===== config.mk =====
export PLATFORM = sky130hd
export DESIGN_NAME = aspect_window_placement_flat
export DESIGN_NICKNAME = d
export VERILOG_FILES = /design/src/sv/awp_pkg.sv /design/src/sv/awp_req_if.sv /design/src/sv/awp_rsp_if.sv /design/src/sv/aspect_window_placement.sv /design/src/flat_wrapper.sv
export SDC_FILE = /design/constraint.sdc
export NUM_CORES = 1
export LEC_CHECK = 0
export ABC_CLOCK_PERIOD_IN_PS = 6200
export BUFFER_PORTS_ARGS = -buffer_cell sky130_fd_sc_hd__buf_4
export CAP_MARGIN = 20
export CORE_UTILIZATION = 29
export DETAILED_ROUTE_END_ITERATION = 10
export PLACE_DENSITY = 0.57
export SYNTH_ARGS = -nofsm -noshare
export SYNTH_HDL_FRONTEND = slang
export SYNTH_SLANG_ARGS = --single-unit

===== constraint.sdc =====
create_clock -name clock -period 6.2 [get_ports clock]
set_input_delay 0.62 -clock clock [delete_from_list [all_inputs] [get_ports clock]]
set_output_delay 0.62 -clock clock [all_outputs]
set_load 0.02 [all_outputs]

===== src/sv/awp_pkg.sv =====
// Shared types and constants for the aspect window placement block.
// No dependencies; used by the channel interfaces and the top level.
package awp_pkg;

   localparam int COORD_BITS  = 14;
   localparam int ASPECT_BITS = 8;
   localparam int OUT_BITS    = 15;
   localparam int PROD_BITS   = COORD_BITS + ASPECT_BITS;
   localparam int CNT_BITS    = $clog2(COORD_BITS + 1);

   localparam int CSR_ADDR_BITS = 2;
   localparam int CSR_DATA_BITS = ASPECT_BITS;

   typedef logic [COORD_BITS-1:0]      coord_type;
   typedef logic [ASPECT_BITS-1:0]     aspect_type;
   typedef logic [OUT_BITS-1:0]        size_type;
   typedef logic signed [OUT_BITS-1:0] offset_type;
   typedef logic [PROD_BITS-1:0]       prod_type;

   typedef enum logic [CSR_ADDR_BITS-1:0] {
      CSR_ASPECT_WIDTH  = 2'd0,
      CSR_ASPECT_HEIGHT = 2'd1,
      CSR_SCALE_MODE    = 2'd2,
      CSR_ALIGNMENT     = 2'd3
   } csr_index_type;

   localparam logic [1:0] ALIGN_CENTER = 2'd0;
   localparam logic [1:0] ALIGN_LEFT   = 2'd1;
   localparam logic [1:0] ALIGN_RIGHT  = 2'd2;

   localparam aspect_type ASPECT_WIDTH_RESET  = 8'd16;
   localparam aspect_type ASPECT_HEIGHT_RESET = 8'd9;

endpackage


===== src/sv/awp_req_if.sv =====
// Request channel: frame size transactions into the placement block.
// Depends on awp_pkg.
interface awp_req_if import awp_pkg::*; ();
   logic      valid;
   logic      ready;
   coord_type frame_width;
   coord_type frame_height;

   modport source (output valid, frame_width, frame_height, input ready);
   modport sink   (input valid, frame_width, frame_height, output ready);
endinterface


===== src/sv/awp_rsp_if.sv =====
// Response channel: placed rectangle transactions out of the placement block.
// Depends on awp_pkg.
interface awp_rsp_if import awp_pkg::*; ();
   logic       valid;
   logic       ready;
   offset_type offset_x;
   offset_type offset_y;
   size_type   out_width;
   size_type   out_height;

   modport source (output valid, offset_x, offset_y, out_width, out_height, input ready);
   modport sink   (input valid, offset_x, offset_y, out_width, out_height, output ready);
endinterface


===== src/sv/aspect_window_placement.sv =====
// Steps: a binary gcd over the aspect terms, two shift-add products and a compare;
// a refit adds a restoring division, a rounding step and two more products; then
// the x and y offsets. A request is accepted only in idle, after the previous
// response is registered. Gcd, product, compare, division and offset arithmetic
// share one adder/subtractor. A finished response waits in its output register.
// Reset: synchronous, active high; registers return to 16:9, full frame, center.
module aspect_window_placement import awp_pkg::*; (
   input  logic                     clock,
   input  logic                     reset,
   input  logic                     csr_we,
   input  logic [CSR_ADDR_BITS-1:0] csr_addr,
   input  logic [CSR_DATA_BITS-1:0] csr_wdata,
   awp_req_if.sink                  req_if,
   awp_rsp_if.source                rsp_if
);

   typedef enum logic [3:0] {
      ST_IDLE,
      ST_GCD,
      ST_MUL_WA,
      ST_MUL_AH,
      ST_CMP,
      ST_DIV,
      ST_ROUND,
      ST_MUL_RW,
      ST_MUL_RH,
      ST_DIFF_X,
      ST_HALF_X,
      ST_DIFF_Y,
      ST_HALF_Y
   } state_type;

   // configuration
   aspect_type cfg_aw_ff;
   aspect_type cfg_ah_ff;
   logic       cfg_scale_ff;
   logic [1:0] cfg_align_ff;

   always_ff @(posedge clock) begin
      if (reset) begin
         cfg_aw_ff    <= ASPECT_WIDTH_RESET;
         cfg_ah_ff    <= ASPECT_HEIGHT_RESET;
         cfg_scale_ff <= 1'b0;
         cfg_align_ff <= ALIGN_CENTER;
      end else if (csr_we) begin
         unique case (csr_index_type'(csr_addr))
            CSR_ASPECT_WIDTH:  cfg_aw_ff    <= csr_wdata;
            CSR_ASPECT_HEIGHT: cfg_ah_ff    <= csr_wdata;
            CSR_SCALE_MODE:    cfg_scale_ff <= csr_wdata[0];
            CSR_ALIGNMENT:     cfg_align_ff <= csr_wdata[1:0];
         endcase
      end
   end

   aspect_type aw_eff;
   aspect_type ah_eff;
   assign aw_eff = (cfg_aw_ff == '0) ? ASPECT_BITS'(1) : cfg_aw_ff;
   assign ah_eff = (cfg_ah_ff == '0) ? ASPECT_BITS'(1) : cfg_ah_ff;

   // datapath state
   state_type             state_ff, state_in;
   coord_type             fw_ff, fw_in;
   coord_type             fh_ff, fh_in;
   coord_type             ws_ff, ws_in;
   coord_type             hs_ff, hs_in;
   aspect_type            ga_ff, ga_in;
   aspect_type            gb_ff, gb_in;
   logic                  coprime_ff, coprime_in;
   prod_type              acc_ff, acc_in;
   prod_type              mcand_ff, mcand_in;
   prod_type              prod_ff, prod_in;
   prod_type              diff_ff, diff_in;
   aspect_type            mplier_ff, mplier_in;
   logic [CNT_BITS-1:0]   cnt_ff, cnt_in;
   coord_type             quo_ff, quo_in;
   aspect_type            rem_ff, rem_in;
   aspect_type            den_ff, den_in;
   size_type              wrk_w_ff, wrk_w_in;
   size_type              wrk_h_ff, wrk_h_in;
   offset_type            ox_wrk_ff, ox_wrk_in;
   logic                  rsp_valid_ff, rsp_valid_in;
   offset_type            rsp_ox_ff, rsp_ox_in;
   offset_type            rsp_oy_ff, rsp_oy_in;
   size_type              rsp_w_ff, rsp_w_in;
   size_type              rsp_h_ff, rsp_h_in;

   // shared adder/subtractor
   prod_type             unit_a;
   prod_type             unit_b;
   logic                 unit_inv;
   logic                 unit_cin;
   logic [PROD_BITS:0]   unit_sum;
   logic                 unit_carry;
   logic                 unit_zero;
   logic [OUT_BITS-1:0]  unit_half;

   assign unit_sum   = {1'b0, unit_a} + {1'b0, (unit_inv ? ~unit_b : unit_b)}
                       + {{PROD_BITS{1'b0}}, unit_cin};
   assign unit_carry = unit_sum[PROD_BITS];
   assign unit_zero  = (unit_sum[PROD_BITS-1:0] == '0);
   assign unit_half  = unit_sum[OUT_BITS:1];

   // three-quarter scaling of the incoming frame
   logic [COORD_BITS+1:0] w3;
   logic [COORD_BITS+1:0] h3;
   assign w3 = {2'b00, req_if.frame_width} + {1'b0, req_if.frame_width, 1'b0};
   assign h3 = {2'b00, req_if.frame_height} + {1'b0, req_if.frame_height, 1'b0};

   logic req_fire;
   logic mul_last;
   logic div_last;
   logic out_free;
   logic lt;
   logic fit_match;

   assign req_fire = req_if.valid && req_if.ready;
   assign mul_last = (cnt_ff == CNT_BITS'(ASPECT_BITS - 1));
   assign div_last = (cnt_ff == CNT_BITS'(COORD_BITS - 1));
   assign out_free = !rsp_valid_ff || rsp_if.ready;
   assign lt       = !unit_carry;
   assign fit_match = unit_zero && coprime_ff && ((ws_ff != '0) || (hs_ff != '0));

   always_comb begin
      state_in     = state_ff;
      fw_in        = fw_ff;
      fh_in        = fh_ff;
      ws_in        = ws_ff;
      hs_in        = hs_ff;
      ga_in        = ga_ff;
      gb_in        = gb_ff;
      coprime_in   = coprime_ff;
      acc_in       = acc_ff;
      mcand_in     = mcand_ff;
      prod_in      = prod_ff;
      diff_in      = diff_ff;
      mplier_in    = mplier_ff;
      cnt_in       = cnt_ff;
      quo_in       = quo_ff;
      rem_in       = rem_ff;
      den_in       = den_ff;
      wrk_w_in     = wrk_w_ff;
      wrk_h_in     = wrk_h_ff;
      ox_wrk_in    = ox_wrk_ff;
      rsp_valid_in = rsp_valid_ff && !rsp_if.ready;
      rsp_ox_in    = rsp_ox_ff;
      rsp_oy_in    = rsp_oy_ff;
      rsp_w_in     = rsp_w_ff;
      rsp_h_in     = rsp_h_ff;
      unit_a       = '0;
      unit_b       = '0;
      unit_inv     = 1'b0;
      unit_cin     = 1'b0;

      unique case (state_ff)
         ST_IDLE: begin
            if (req_fire) begin
               fw_in    = req_if.frame_width;
               fh_in    = req_if.frame_height;
               ws_in    = cfg_scale_ff ? w3[COORD_BITS+1:2] : req_if.frame_width;
               hs_in    = cfg_scale_ff ? h3[COORD_BITS+1:2] : req_if.frame_height;
               ga_in    = aw_eff;
               gb_in    = ah_eff;
               state_in = ST_GCD;
            end
         end
         ST_GCD: begin
            // binary gcd: only "is it one" matters
            unit_a   = PROD_BITS'(ga_ff);
            unit_b   = PROD_BITS'(gb_ff);
            unit_inv = 1'b1;
            unit_cin = 1'b1;
            if (ga_ff == '0 || gb_ff == '0 || (!ga_ff[0] && !gb_ff[0])) begin
               if (ga_ff == '0) begin
                  coprime_in = (gb_ff == ASPECT_BITS'(1));
               end else if (gb_ff == '0) begin
                  coprime_in = (ga_ff == ASPECT_BITS'(1));
               end else begin
                  coprime_in = 1'b0;
               end
               acc_in    = '0;
               mcand_in  = PROD_BITS'(ws_ff);
               mplier_in = ah_eff;
               cnt_in    = '0;
               state_in  = ST_MUL_WA;
            end else if (!ga_ff[0]) begin
               ga_in = ga_ff >> 1;
            end else if (!gb_ff[0]) begin
               gb_in = gb_ff >> 1;
            end else if (unit_carry) begin
               ga_in = unit_sum[ASPECT_BITS-1:0];
            end else begin
               ga_in = gb_ff;
               gb_in = ga_ff;
            end
         end
         ST_MUL_WA, ST_MUL_AH, ST_MUL_RW, ST_MUL_RH: begin
            // shift-add, one multiplier bit per cycle
            unit_a    = acc_ff;
            unit_b    = mplier_ff[0] ? mcand_ff : '0;
            acc_in    = unit_sum[PROD_BITS-1:0];
            mcand_in  = mcand_ff << 1;
            mplier_in = mplier_ff >> 1;
            cnt_in    = cnt_ff + CNT_BITS'(1);
            if (mul_last) begin
               cnt_in = '0;
               unique case (state_ff)
                  ST_MUL_WA: begin
                     prod_in   = unit_sum[PROD_BITS-1:0];
                     acc_in    = '0;
                     mcand_in  = PROD_BITS'(hs_ff);
                     mplier_in = aw_eff;
                     state_in  = ST_MUL_AH;
                  end
                  ST_MUL_AH: begin
                     state_in = ST_CMP;
                  end
                  ST_MUL_RW: begin
                     wrk_w_in  = unit_sum[OUT_BITS-1:0];
                     acc_in    = '0;
                     mcand_in  = PROD_BITS'(quo_ff);
                     mplier_in = ah_eff;
                     state_in  = ST_MUL_RH;
                  end
                  default: begin
                     wrk_h_in = unit_sum[OUT_BITS-1:0];
                     state_in = ST_DIFF_X;
                  end
               endcase
            end
         end
         ST_CMP: begin
            // w*ah against aw*h
            unit_a   = prod_ff;
            unit_b   = acc_ff;
            unit_inv = 1'b1;
            unit_cin = 1'b1;
            if (fit_match) begin
               wrk_w_in = OUT_BITS'(ws_ff);
               wrk_h_in = OUT_BITS'(hs_ff);
               state_in = ST_DIFF_X;
            end else begin
               quo_in   = lt ? ws_ff : hs_ff;
               den_in   = lt ? aw_eff : ah_eff;
               rem_in   = '0;
               cnt_in   = '0;
               state_in = ST_DIV;
            end
         end
         ST_DIV: begin
            // restoring division, one quotient bit per cycle
            unit_a   = PROD_BITS'({rem_ff, quo_ff[COORD_BITS-1]});
            unit_b   = PROD_BITS'(den_ff);
            unit_inv = 1'b1;
            unit_cin = 1'b1;
            if (unit_carry) begin
               rem_in = unit_sum[ASPECT_BITS-1:0];
            end else begin
               rem_in = {rem_ff[ASPECT_BITS-2:0], quo_ff[COORD_BITS-1]};
            end
            quo_in = {quo_ff[COORD_BITS-2:0], unit_carry};
            cnt_in = cnt_ff + CNT_BITS'(1);
            if (div_last) begin
               state_in = ST_ROUND;
            end
         end
         ST_ROUND: begin
            unit_a    = PROD_BITS'(quo_ff);
            unit_cin  = (rem_ff != '0);
            quo_in    = unit_sum[COORD_BITS-1:0];
            mcand_in  = PROD_BITS'(unit_sum[COORD_BITS-1:0]);
            mplier_in = aw_eff;
            acc_in    = '0;
            cnt_in    = '0;
            state_in  = ST_MUL_RW;
         end
         ST_DIFF_X: begin
            unit_a   = PROD_BITS'(fw_ff);
            unit_b   = PROD_BITS'(wrk_w_ff);
            unit_inv = 1'b1;
            unit_cin = 1'b1;
            diff_in  = unit_sum[PROD_BITS-1:0];
            state_in = ST_HALF_X;
         end
         ST_HALF_X: begin
            // add one when negative so the shift truncates toward zero
            unit_a   = diff_ff;
            unit_cin = diff_ff[PROD_BITS-1];
            case (cfg_align_ff)
               ALIGN_LEFT:  ox_wrk_in = '0;
               ALIGN_RIGHT: ox_wrk_in = diff_ff[OUT_BITS-1:0];
               default:     ox_wrk_in = unit_half;
            endcase
            state_in = ST_DIFF_Y;
         end
         ST_DIFF_Y: begin
            unit_a   = PROD_BITS'(fh_ff);
            unit_b   = PROD_BITS'(wrk_h_ff);
            unit_inv = 1'b1;
            unit_cin = 1'b1;
            diff_in  = unit_sum[PROD_BITS-1:0];
            state_in = ST_HALF_Y;
         end
         ST_HALF_Y: begin
            unit_a   = diff_ff;
            unit_cin = diff_ff[PROD_BITS-1];
            if (out_free) begin
               rsp_valid_in = 1'b1;
               rsp_ox_in    = ox_wrk_ff;
               rsp_oy_in    = unit_half;
               rsp_w_in     = wrk_w_ff;
               rsp_h_in     = wrk_h_ff;
               state_in     = ST_IDLE;
            end
         end
         default: begin
            state_in = ST_IDLE;
         end
      endcase
   end

   always_ff @(posedge clock) begin
      fw_ff      <= fw_in;
      fh_ff      <= fh_in;
      ws_ff      <= ws_in;
      hs_ff      <= hs_in;
      ga_ff      <= ga_in;
      gb_ff      <= gb_in;
      coprime_ff <= coprime_in;
      acc_ff     <= acc_in;
      mcand_ff   <= mcand_in;
      prod_ff    <= prod_in;
      diff_ff    <= diff_in;
      mplier_ff  <= mplier_in;
      cnt_ff     <= cnt_in;
      quo_ff     <= quo_in;
      rem_ff     <= rem_in;
      den_ff     <= den_in;
      wrk_w_ff   <= wrk_w_in;
      wrk_h_ff   <= wrk_h_in;
      ox_wrk_ff  <= ox_wrk_in;
      rsp_ox_ff  <= rsp_ox_in;
      rsp_oy_ff  <= rsp_oy_in;
      rsp_w_ff   <= rsp_w_in;
      rsp_h_ff   <= rsp_h_in;
      if (reset) begin
         state_ff     <= ST_IDLE;
         rsp_valid_ff <= 1'b0;
      end else begin
         state_ff     <= state_in;
         rsp_valid_ff <= rsp_valid_in;
      end
   end

   assign req_if.ready      = (state_ff == ST_IDLE);
   assign rsp_if.valid      = rsp_valid_ff;
   assign rsp_if.offset_x   = rsp_ox_ff;
   assign rsp_if.offset_y   = rsp_oy_ff;
   assign rsp_if.out_width  = rsp_w_ff;
   assign rsp_if.out_height = rsp_h_ff;

   a_accept_starts_gcd: assert property (@(posedge clock) disable iff (reset)
      req_fire |=> state_ff == ST_GCD)
      else $error("accepted transaction did not start the gcd loop");

   a_gcd_nonzero: assert property (@(posedge clock) disable iff (reset)
      state_ff == ST_GCD |-> (ga_ff != '0 || gb_ff != '0))
      else $error("gcd operands both zero");

   a_div_rem_bound: assert property (@(posedge clock) disable iff (reset)
      state_ff == ST_DIV |-> rem_ff < den_ff)
      else $error("division remainder not below divisor");

   a_rsp_from_last_step: assert property (@(posedge clock) disable iff (reset)
      $rose(rsp_valid_ff) |-> $past(state_ff) == ST_HALF_Y)
      else $error("response raised outside the final step");

endmodule


===== src/flat_wrapper.sv =====
// flat-port wrapper written by rule: the top's interface ports become plain ports
module aspect_window_placement_flat import awp_pkg::*;
  (clock, reset, csr_we, csr_addr, csr_wdata, req_if_valid, req_if_frame_width, req_if_frame_height, req_if_ready, rsp_if_valid, rsp_if_offset_x, rsp_if_offset_y, rsp_if_out_width, rsp_if_out_height, rsp_if_ready);
  awp_req_if req_if_i ();
  awp_rsp_if rsp_if_i ();
  input  logic clock;
  input  logic reset;
  input  logic csr_we;
  input  logic [CSR_ADDR_BITS-1:0] csr_addr;
  input  logic [CSR_DATA_BITS-1:0] csr_wdata;
  input wire logic [$bits(req_if_i.valid)-1:0] req_if_valid;
  input wire logic [$bits(req_if_i.frame_width)-1:0] req_if_frame_width;
  input wire logic [$bits(req_if_i.frame_height)-1:0] req_if_frame_height;
  output wire logic [$bits(req_if_i.ready)-1:0] req_if_ready;
  output wire logic [$bits(rsp_if_i.valid)-1:0] rsp_if_valid;
  output wire logic [$bits(rsp_if_i.offset_x)-1:0] rsp_if_offset_x;
  output wire logic [$bits(rsp_if_i.offset_y)-1:0] rsp_if_offset_y;
  output wire logic [$bits(rsp_if_i.out_width)-1:0] rsp_if_out_width;
  output wire logic [$bits(rsp_if_i.out_height)-1:0] rsp_if_out_height;
  input wire logic [$bits(rsp_if_i.ready)-1:0] rsp_if_ready;
  assign req_if_i.valid = req_if_valid;
  assign req_if_i.frame_width = req_if_frame_width;
  assign req_if_i.frame_height = req_if_frame_height;
  assign req_if_ready = req_if_i.ready;
  assign rsp_if_valid = rsp_if_i.valid;
  assign rsp_if_offset_x = rsp_if_i.offset_x;
  assign rsp_if_offset_y = rsp_if_i.offset_y;
  assign rsp_if_out_width = rsp_if_i.out_width;
  assign rsp_if_out_height = rsp_if_i.out_height;
  assign rsp_if_i.ready = rsp_if_ready;
  aspect_window_placement u_core (.clock(clock), .reset(reset), .csr_we(csr_we), .csr_addr(csr_addr), .csr_wdata(csr_wdata), .req_if(req_if_i), .rsp_if(rsp_if_i));
endmodule

# [Yosys cells after proc, flatten, opt, wreduce, memory -nomap -nowiden]
# Index checks and enable logic that the tools add are counted.
# W data, S select, Z words.
[totals] regBits=332 input_bits=43 out_inout_bits=62 wordCells=193
[classes] n_addsub=5 n_eq_ne=34 muxes=66 bitwise_logic=2 n_reduce_logical=55
[op_table] cell="$pmux W22 S8" count=1
[op_table] cell="$mux W22" count=7
[op_table] cell="$mux W8" count=17
[op_table] cell="$pmux W22 S3" count=2
[op_table] cell="$pmux W22 S6" count=1
[op_table] cell="$mux W15" count=6
[op_table] cell="$pmux W15 S2" count=3
[op_table] cell="$pmux W8 S2" count=4
[op_table] cell="$mux W14" count=4
[op_table] cell="$pmux W22 S2" count=1
[op_table] cell="$pmux W14 S3" count=1
[op_table] cell="$pmux W4 S10" count=1
[op_table] cell="$mux W4" count=9
[op_table] cell="$add A14 B15 Y16" count=2
[op_table] cell="$logic_not A8 Y1" count=4
[op_table] cell="$reduce_bool A14 Y1" count=2
[op_table] cell="$eq A4 B4 Y1 const B" count=6
[op_table] cell="$pmux W8 S3" count=1
[op_table] cell="$add A22 B22 Y23" count=1
[op_table] cell="$add A23 B1 Y23" count=1
[op_table] cell="$logic_not A22 Y1" count=1
[op_table] cell="$not A22 Y22" count=1
[op_table] cell="$reduce_and A2 Y1" count=11
[op_table] cell="$eq A4 B3 Y1 const B" count=5
[op_table] cell="other kinds (30)" count=70

# [Logic depth before layout (Yosys ltp)]
# Gate-level depths: netlist of the first run.
[logic_depth] depth_word=12 depth_mapped=20 ltp_nobuf=17

# [Worst setup path after synthesis of the first run]
# OpenSTA, ideal clock, no wires.
[synth_timing] path_kind="register to register" start="register u_core.state_ff[0]" end="register u_core.quo_ff[0] (enable)" arrival_ps=5850 setup_slack_ps=-57 path_stages_with_launch=18 synth_period_minus_slack_ps=6257 path_cell_list="dfxtp_1 > clkbuf_1 > and3_1 > nor2b_1 > clkbuf_1 > a222oi_1 > and3_1 > fa_1 > fa_1 > nand2b_1 > a21oi_2 > o211ai_1 > a21o_1 > a221oi_1 > or4_1 > or4_4 > nor2_4 > a211oi_1"
[synth_via] elab_chain_cells=12 elab_cells_between_ends=29 classes_between="2 x add/sub; 13 x eq/ne; 5 x mux; 1 x bitwise; 8 x reduce/logical"
[synth_rtl] item="from (decl)" line="aspect_window_placement.sv:61" source="state_type state_ff, state_in;"
[synth_rtl] item="from (signal assigned)" line="aspect_window_placement.sv:349" source="state_ff <= state_in;"
[synth_rtl] item="$eq A4 B4 Y1, or another cell as far along" line="aspect_window_placement.sv:154" source="unique case (state_ff)"
[synth_rtl] item="$reduce_or A4 Y1" line="aspect_window_placement.sv:154"
[synth_rtl] item="$pmux W22 S6" line="aspect_window_placement.sv:154"
[synth_rtl] item="$not A22 Y22" line="aspect_window_placement.sv:97" source="assign unit_sum = {1'b0, unit_a} + {1'b0, (unit_inv ? ~unit_b : unit_b)}"
[synth_rtl] item="$mux W22" line="aspect_window_placement.sv:97"
[synth_rtl] item="$add A22 B22 Y23" line="aspect_window_placement.sv:97"
[synth_rtl] item="$add A23 B1 Y23 *" line="aspect_window_placement.sv:98" source="+ {{PROD_BITS{1'b0}}, unit_cin};"
[synth_rtl] item="via u_core.unit_sum[12]" line="aspect_window_placement.sv:92" source="logic [PROD_BITS:0] unit_sum;"
[synth_rtl] item="$logic_not A22 Y1 *" line="aspect_window_placement.sv:100" source="assign unit_zero = (unit_sum[PROD_BITS-1:0] == '0);"
[synth_rtl] item="$logic_and A1 B1 Y1 * (2 in a row)" line="aspect_window_placement.sv:121" source="assign fit_match = unit_zero && coprime_ff && ((ws_ff != '0) || (hs_ff != '0));"
[synth_rtl] item="$ne A2 B2 Y1 (no source line) *"
[synth_rtl] item="$reduce_and A2 Y1 (no source line) *"
[synth_rtl] item="to (signal assigned)" line="aspect_window_placement.sv:335" source="quo_ff <= quo_in;"
[synth_rtl] item="to (decl)" line="aspect_window_placement.sv:75" source="coord_type quo_ff, quo_in;"
# Mark *: on every way through the listed nets, which the timed path passes. The rest lies on a longest branch.
# A chain may end at the register's enable or synchronous reset.

# [Final worst setup path of the first run]
[layout_timing] start="register u_core.state_ff[0]" end="register u_core.wrk_h_ff[12] (enable)"
[layout_via] elab_chain_cells=12 elab_cells_between_ends=32 classes_between="2 x add/sub; 15 x eq/ne; 5 x mux; 1 x bitwise; 9 x reduce/logical"
[layout_rtl] item="$eq A4 B4 Y1, or another cell as far along" line="aspect_window_placement.sv:154"
[layout_rtl] item="$reduce_or A4 Y1" line="aspect_window_placement.sv:154"
[layout_rtl] item="$pmux W22 S6" line="aspect_window_placement.sv:154"
[layout_rtl] item="$not A22 Y22" line="aspect_window_placement.sv:97"
[layout_rtl] item="$mux W22" line="aspect_window_placement.sv:97"
[layout_rtl] item="$add A22 B22 Y23" line="aspect_window_placement.sv:97"
[layout_rtl] item="$add A23 B1 Y23" line="aspect_window_placement.sv:98"
[layout_rtl] item="$logic_not A22 Y1" line="aspect_window_placement.sv:100"
[layout_rtl] item="$logic_and A1 B1 Y1 (2 in a row)" line="aspect_window_placement.sv:121"
[layout_rtl] item="$ne A2 B1 Y1 (no source line)"
[layout_rtl] item="$reduce_and A4 Y1 (no source line) *"
[layout_rtl] item="to (signal assigned)" line="aspect_window_placement.sv:339" source="wrk_h_ff <= wrk_h_in;"
[layout_rtl] item="to (decl)" line="aspect_window_placement.sv:79" source="size_type wrk_h_ff, wrk_h_in;"
# Every way passes the cells marked *; elsewhere a longest branch is shown, timed or not.

==> out/qor.yml, run 1 <==
clock_tree:
  cts_max_path_buffers: 3
  path_clk_slew_ns: 0.06
  cts_setup_buffers: 0
  cts.sinks: 332
  cts-buffers-inserted: 38
  insertion_delay_ns: 0.56
  cts_tree: "yes"
  cts_root_buffer: "clkbuf_16"
  cts.htree.levels: 2
sta:
  hold-worst-slack_ns: 0.277
  fin_crit_ns: 5.89
  worst_pin_slew_ns: 1.01
  relSlewSlack_pct: 32.2
  fmax_ghz: 0.170
  tns_ns: 0
  hold_viol_final: 0
  fin_crit_sh_pct: 95.0
  finalWorstSetupSlack_ns: 0.312
  skew_ns: 0.0211
  setup_violations: 0
  rsz0062_at_grt: "no"
  slew_violations: 0
global_routing:
  grt_usage_pct: 18.6
  antenna_found_initial: 0
  overflow: 0
  first_global_vias: 12700
  grt_pass1_wl_mm: 82.9
  grt_max_degree: 57
floorplan:
  initial_core_util_pct: 29.4
  die_x_um: 244
  io_pins: 105
  row_count: 88
  die-area_mm2: 0.0596
  core_mm2: 0.0578
  die-height_um: 244
yosys:
  ys_async_sr_fraction_pct: 0
  synth.distinct_cells: 76
  ys_seq_area_share_pct: 57.3
  syn_area_per_cell_um2: 11.3
  netlist_instances: 1501
  synth_edf_count: 308
  ys.flop_type: "edfxtp_1"
  ys_seq_elements: 332
  ys.warnings.count: 0
  syn_area_mm2: 0.0170
  synth_nets: 1600
detailed_routing:
  viasPerCell: 5.45
  routed_wl_mm: 56.0
  firstDrtPassIters: 9
  dr_total_vias: 13200
  wl_per_cell_um: 23.2
  final_antenna_net_count: 0
  drtIter0Drc: 1593
  route.detailed.drc: 0
setup_path:
  cp_slowest_stage_delay_ns: 0.57
  worstSetupPathType: "flop to flop"
  ff2ff_setup_slack_ns: 0.31
  endpoint: "u_core.wrk_h_ff[12]"
  startpoint_type: "flop"
  cp_slowest_cell: "or4_4"
  worstSetupEndpointType: "flop"
  rr_worst_depth: 17
  r2r_end: "u_core.wrk_h_ff[12]"
  crit_fanout: 17
  cp.required_ns: 6.43
  reg2reg_from: "u_core.state_ff[0]"
  critical_path.cell_chain: "or2_2, o22ai_2, buf_4, a22oi_1, and3_1, fa_1, fa_1, nand2b_1, a21oi_2, o211ai_1, o211ai_1, nand4_1, or4_1, or4_4, nor2_4, a22o_1, buf_4"
  path_buf_inv: 2
  worstPathArrival_ns: 6.12
  cp_num_cells: 17
  crit_family: "simple AND/OR/NAND/NOR gates"
  crit_start: "u_core.state_ff[0]"
final_layout:
  nets: 1722
  layout-drive-gt1-share_pct: 17.5
  stdcell_area_mm2: 0.0202
  final_cells: 2417
  antennaDiodeCount: 0
  syn_to_final_growth_pct: 18.7
  final_core_util_pct: 34.9
  fill_cells: 5758
power:
  p_per_area_mw_per_mm2: 475
  max-vdd-ir-drop_mv: 0.230
  power.total_mw: 9.58
  p_leak_nw: 7.59
placement:
  dp.cells: 2347
  placed_cell_area_mm2: 0.0189
  io_buffers: 104
  dp_slack_ns: 0.292
  dpl.hpwl_mm: 41.3
  place_congestion: 0.981
flow_run:
  cap_viol_max_count: 0
hold_path:
  hold_class: "primary input to flop"
status:
  outcome: "complete, no violations"
==> repair_timing <==
item,CTS,global route
hold buffers,0,0
endpoints found under the setup margin,0,15
gates resized for setup,0,1
==> worst register-to-register path, cell delays in order, from the launching register on <==
cell      delay, ns
dfxtp_1        0.31
or2_2          0.45
o22ai_2        0.27
buf_4          0.30
a22oi_1        0.13
and3_1         0.21
fa_1           0.45
fa_1           0.48
nand2b_1       0.20
a21oi_2        0.32
o211ai_1       0.20
o211ai_1       0.31
nand4_1        0.15
or4_1          0.51
or4_4          0.57
nor2_4         0.28
a22o_1         0.18
buf_4          0.27
==> kinds of logic (layout without fill, tap and decap cells) <==
group / count (synthesis) / in the layout / synth area share, %
muxes: 76 / 76 / 4.68
buffers and inverters: 128 / 279 / 2.87
xor gates and xnor gates: 32 / 32 / 1.69
adders and majority gates: 56 / 56 / 4.30
AOI/OAI and AO/OA: 382 / 382 / 15.7
DFF: 332 / 332 / 57.3
and+or+nand+nor: 495 / 495 / 13.5
==> placed cells by master, fill, tap and decap left out, types with 18 or more instances in the layout <==
cell       instances
o211ai_1          19
a21o_1            18
buf_4            162
inv_1             45
dfxtp_1           23
ha_1              52
nor4_1            18
mux2i_1           49
nand3_1           34
and3_1            18
nor3_1            31
o21ai_0           68
a22oi_1           25
clkbuf_16         39
edfxtp_1         308
nand2_1          177
mux2_2            27
nor2_1           130
a222oi_1          41
xnor2_1           23
a21oi_1           91
==> worst min-delay path by stage <==
stage,start,end,slack [ns],depth (start not counted)
after floorplan,u_core.ox_wrk_ff[0],u_core.rsp_if.offset_x[0],0.40,0
after global placement,u_core.ox_wrk_ff[1],u_core.rsp_if.offset_x[1],0.40,0
after detailed placement,u_core.ox_wrk_ff[10],u_core.rsp_if.offset_x[10],0.40,0
after CTS,req_if_frame_width[2],u_core.fw_ff[2],0.25,1
after global routing,req_if_frame_width[2],u_core.fw_ff[2],0.26,1
final,req_if_frame_height[3],u_core.fh_ff[3],0.28,1
==> state kept, by name, indices dropped and copies added, names as in the netlist, 14 cells and up <==
name                      cells
u_core.wrk_w_ff              15
u_core.rsp_if.offset_x       15
u_core.diff_ff               22
u_core.fh_ff                 14
u_core.wrk_h_ff              15
u_core.mcand_ff              22
u_core.acc_ff                22
u_core.rsp_if.out_height     15
u_core.quo_ff                14
u_core.fw_ff                 14
u_core.hs_ff                 14
u_core.prod_ff               22
u_core.ws_ff                 14
u_core.rsp_if.out_width      15
u_core.rsp_if.offset_y       15
u_core.ox_wrk_ff             15
==> power breakdown <==
group / leakage [nW] / internal, mW / switching, mW / total [mW]
sequential: 3.04 / 3.26 / 0.402 / 3.66
combinational: 3.96 / 1.17 / 2.52 / 3.69
clock: 0.583 / 1.29 / 0.931 / 2.22
total: 7.59 / 5.72 / 3.85 / 9.58
==> per-layer routing <==
metal  vias to the layer above  global-route usage [%]  part of all wire [%]
met1                      6444                    26.5                    44
met4                         0                    5.66                   2.5
met3                        73                    3.56                   9.5
li1                       5986                       -                     -
met5                         -                       0                     0
met2                       660                    28.2                    44
==> synthesized netlist by cell type, drive strengths merged, types with 15 or more instances <==
cell    instances  area [um^2]
clkbuf         68          256
a22o           15          131
inv            46          173
nand3          34          170
nor2          134          513
and2           15         95.1
a222oi         41          410
mux2           27          304
a22oi          25          188
xnor2          24          218
nor2b          15         93.8
edfxtp        308         9250
ha             52          651
nor3           35          180
dfxtp          24          480
a21oi          93          469
mux2i          49          490
nand2         177          664
a21o           19          144
o21ai          69          345
nor4           18          113
and3           18          113
o211ai         20          155
==> final cells by class <==
type	count	area, um^2	share of cell area (%)
Multi-Input combinational cell	1041	6850	33.9
Tap cell	765	957	4.74
Clock inverter	26	231	1.15
Clock buffer	43	991	4.91
Sequential cell	332	9730	48.2
Timing Repair Buffer	164	1240	6.16
Inverter	46	173	0.856
Note: power is estimated with default switching activity, not from simulation.
==> run 2, diff against run 1 <==
--- a/config.mk
+++ b/config.mk
@@ -11,6 +11,7 @@
 export CORE_UTILIZATION = 29
 export DETAILED_ROUTE_END_ITERATION = 10
 export PLACE_DENSITY = 0.57
+export RECOVER_POWER = 25
 export SYNTH_ARGS = -nofsm -noshare
 export SYNTH_HDL_FRONTEND = slang
 export SYNTH_SLANG_ARGS = --single-unit
==> run 2 against run 1 <==
Net effect:
- the run now ends with design-rule violations, max-capacitance violations, max-slew violations left
- worst hold slack gained 0.0095 ns
- final area shrank 1.3%
- global-route usage is the same
- combinational power is essentially flat
- final cell count is the same
- critical endpoint unchanged
- largest cell class unchanged
- highest routed layer is now met5
==> out/qor.yml, run 2 (same netlist as run 1, synthesis figures left out) <==
status:
  outcome: "finished, violations left"
  violations: "design-rule violations, max-capacitance violations, max-slew violations"
detailed_routing:
  dr_total_vias: 13200  # +0.24%
  firstDrtPassIters: 11  # +2
  final_antenna_net_count: 0  # unchanged
  drtIter0Drc: 1680  # +5.5%
  wl_per_cell_um: 23.2  # +0.32%
  routed_wl_mm: 56.2  # +0.32%
  route.detailed.drc: 1  # +1
  viasPerCell: 5.46  # +0.24%
power:
  pwr-share-comb_pct: 38.5  # about the same
  p_switching_mw: 3.85  # about the same
  p_per_area_mw_per_mm2: 480  # +1.2%
  max-vdd-ir-drop_mv: 0.230  # about the same
  p_clk_share_pct: 23.1  # about the same
  seqPwrFrac_pct: 38.3  # about the same
  p_leak_nw: 7.33  # -3.3%
  p_int_mw: 5.71  # -0.15%
  switching_share_pct: 40.3  # about the same
setup_path:
  reg2reg_from: "u_core.state_ff[0]"
  rr_worst_depth: 17  # unchanged
  endpoint: "u_core.wrk_h_ff[12]"
  worstSetupEndpointType: "flop"
  cp.required_ns: 6.43  # about the same
  startpoint_type: "flop"
  crit_start: "u_core.state_ff[0]"
  worstSetupPathType: "flop to flop"
  worstPathArrival_ns: 6.12  # about the same
  r2r_end: "u_core.wrk_h_ff[12]"
  ff2ff_setup_slack_ns: 0.31  # about the same
  crit_fanout: 17  # unchanged
clock_tree:
  cts-hold-fix-buffers: 0  # unchanged
  cts-buffers-inserted: 38  # unchanged
  path_clk_slew_ns: 0.06  # about the same
  cts.htree.levels: 2  # unchanged
  cts_max_path_buffers: 3  # unchanged
  cts.sinks: 332  # unchanged
  cts_root_buffer: "clkbuf_16"
  cts_setup_buffers: 0  # unchanged
  cts_tree: "yes"
  insertion_delay_ns: 0.56  # about the same
global_routing:
  grt_max_degree: 57  # unchanged
  grt_usage_pct: 18.6  # unchanged
  overflow: 0  # unchanged
  grt_pass1_wl_mm: 82.9  # unchanged
  first_global_vias: 12700  # unchanged
  antenna_found_initial: 2  # +2
placement:
  io_buffers: 104  # unchanged
  dp_slack_ns: 0.292  # unchanged
  place_congestion: 0.981  # unchanged
  dpl.hpwl_mm: 41.3  # unchanged
floorplan:
  die-area_mm2: 0.0596  # unchanged
  die_x_um: 244  # unchanged
  io_pins: 105  # unchanged
  initial_core_util_pct: 29.4  # unchanged
  die-height_um: 244  # unchanged
  row_count: 88  # unchanged
  core_mm2: 0.0578  # unchanged
final_layout:
  regArea_mm2: 0.00973  # unchanged
  fill_cells: 5803  # +0.78%
  syn_to_final_growth_pct: 17.2
  multi_input_area_mm2: 0.00685  # unchanged
  nets: 1722  # unchanged
  final_common_cell: "edfxtp_1"
  layout_common_cells: "edfxtp_1 (308), nand2_1 (177), nor2_1 (130), buf_4 (93), a21oi_1 (91)"
  antennaDiodeCount: 0  # unchanged
  layout-drive-gt1-share_pct: 13.3  # -4.2 points
sta:
  finalWorstSetupSlack_ns: 0.310  # -0.00195 ns
  setup_violations: 0  # unchanged
  relSlewSlack_pct: -17.0  # -49 points
  slew_violations: 23  # +23
  rsz0062_at_grt: "no"
  fin_crit_ns: 5.89  # +0.00195 ns
  skew_ns: 0.0202  # -0.000909 ns
  tns_ns: 0  # unchanged
  hold-worst-slack_ns: 0.286  # +0.00952 ns
  fmax_ghz: 0.170  # about the same
  hold_viol_final: 0  # unchanged
  worst_pin_slew_ns: 1.76  # +0.742 ns
  fin_crit_sh_pct: 95.0  # about the same
flow_run:
  cap_viol_max_count: 1  # +1
hold_path:
  hold_class: "primary input to flop"
==> run 2: cell count changes in the layout (fill, tap and decap cells not counted), sizes merged <==
cell | before | now
buf | 163 | 94
clkbuf | 44 | 113
==> run 2: repair_timing <==
action	in CTS	in global routing
endpoints found under the setup margin	0	15
endpoints found under the hold margin	0	0
resized for setup	0	1
==> run 2: how the worst min path moves through the flow <==
stage	startpoint	end	cells after the start
CTS	req_if_frame_width[2]	u_core.fw_ff[2]	1
global route	csr_wdata[3]	u_core.cfg_ah_ff[3]	3
global placement	u_core.ox_wrk_ff[1]	u_core.rsp_if.offset_x[1]	0
detailed placement	u_core.ox_wrk_ff[10]	u_core.rsp_if.offset_x[10]	0
finish	csr_wdata[3]	u_core.cfg_ah_ff[3]	3
floorplan	u_core.ox_wrk_ff[0]	u_core.rsp_if.offset_x[0]	0
==> run 2: layer usage <==
metal	wire (um)	global-route usage (%)
met1	24700	26.5
met2	24600	28.2
met3	5350	3.56
met4	1510	5.66
met5	25	0
==> run 2: power by group through the flow <==
stage | Combinational (mW) | Clock (mW) | Sequential (mW)
floorplan | 2.25 | 0 | 3.46
global placement | 3.57 | 0 | 3.69
detailed placement | 3.59 | 0 | 3.68
CTS | 3.61 | 2.27 | 3.64
global route | 3.98 | 2.35 | 3.68
finish | 3.69 | 2.21 | 3.67
==> run 2: stage by stage <==
step / area, um^2 / total power [mW] / instances / utilization [%]
2_1_floorplan: 17000 / 5.71 / 1501 / -
6_report: 19900 / 9.57 / 2417 / 34.5
5_1_grt: 19900 / 10.0 / 2417 / 34.5
3_5_place_dp: 18900 / 7.27 / 2347 / 32.8
4_1_cts: 20200 / 9.52 / 2416 / 34.9
3_3_place_gp: 18900 / 7.26 / 2347 / 32.8
==> run 2: layout make-up <==
cell class                      instances  area share, %
Multi-Input combinational cell       1041           34.4
Inverter                               46          0.867
Tap cell                              765           4.81
Clock inverter                         26           1.16
Timing Repair Buffer                  164           4.94
Sequential cell                       332           48.9
Clock buffer                           43           4.98
==> run 2: worst max-delay path: stages, from the launching register on <==
cell      delay, ns
dfxtp_1        0.31
or2_2          0.45
o22ai_2        0.26
buf_4          0.30
a22oi_1        0.12
and3_1         0.21
fa_1           0.45
fa_1           0.48
nand2b_1       0.20
a21oi_2        0.32
o211ai_1       0.20
o211ai_1       0.31
nand4_1        0.15
or4_1          0.50
or4_4          0.57
nor2_4         0.27
a22o_1         0.17
buf_4          0.27
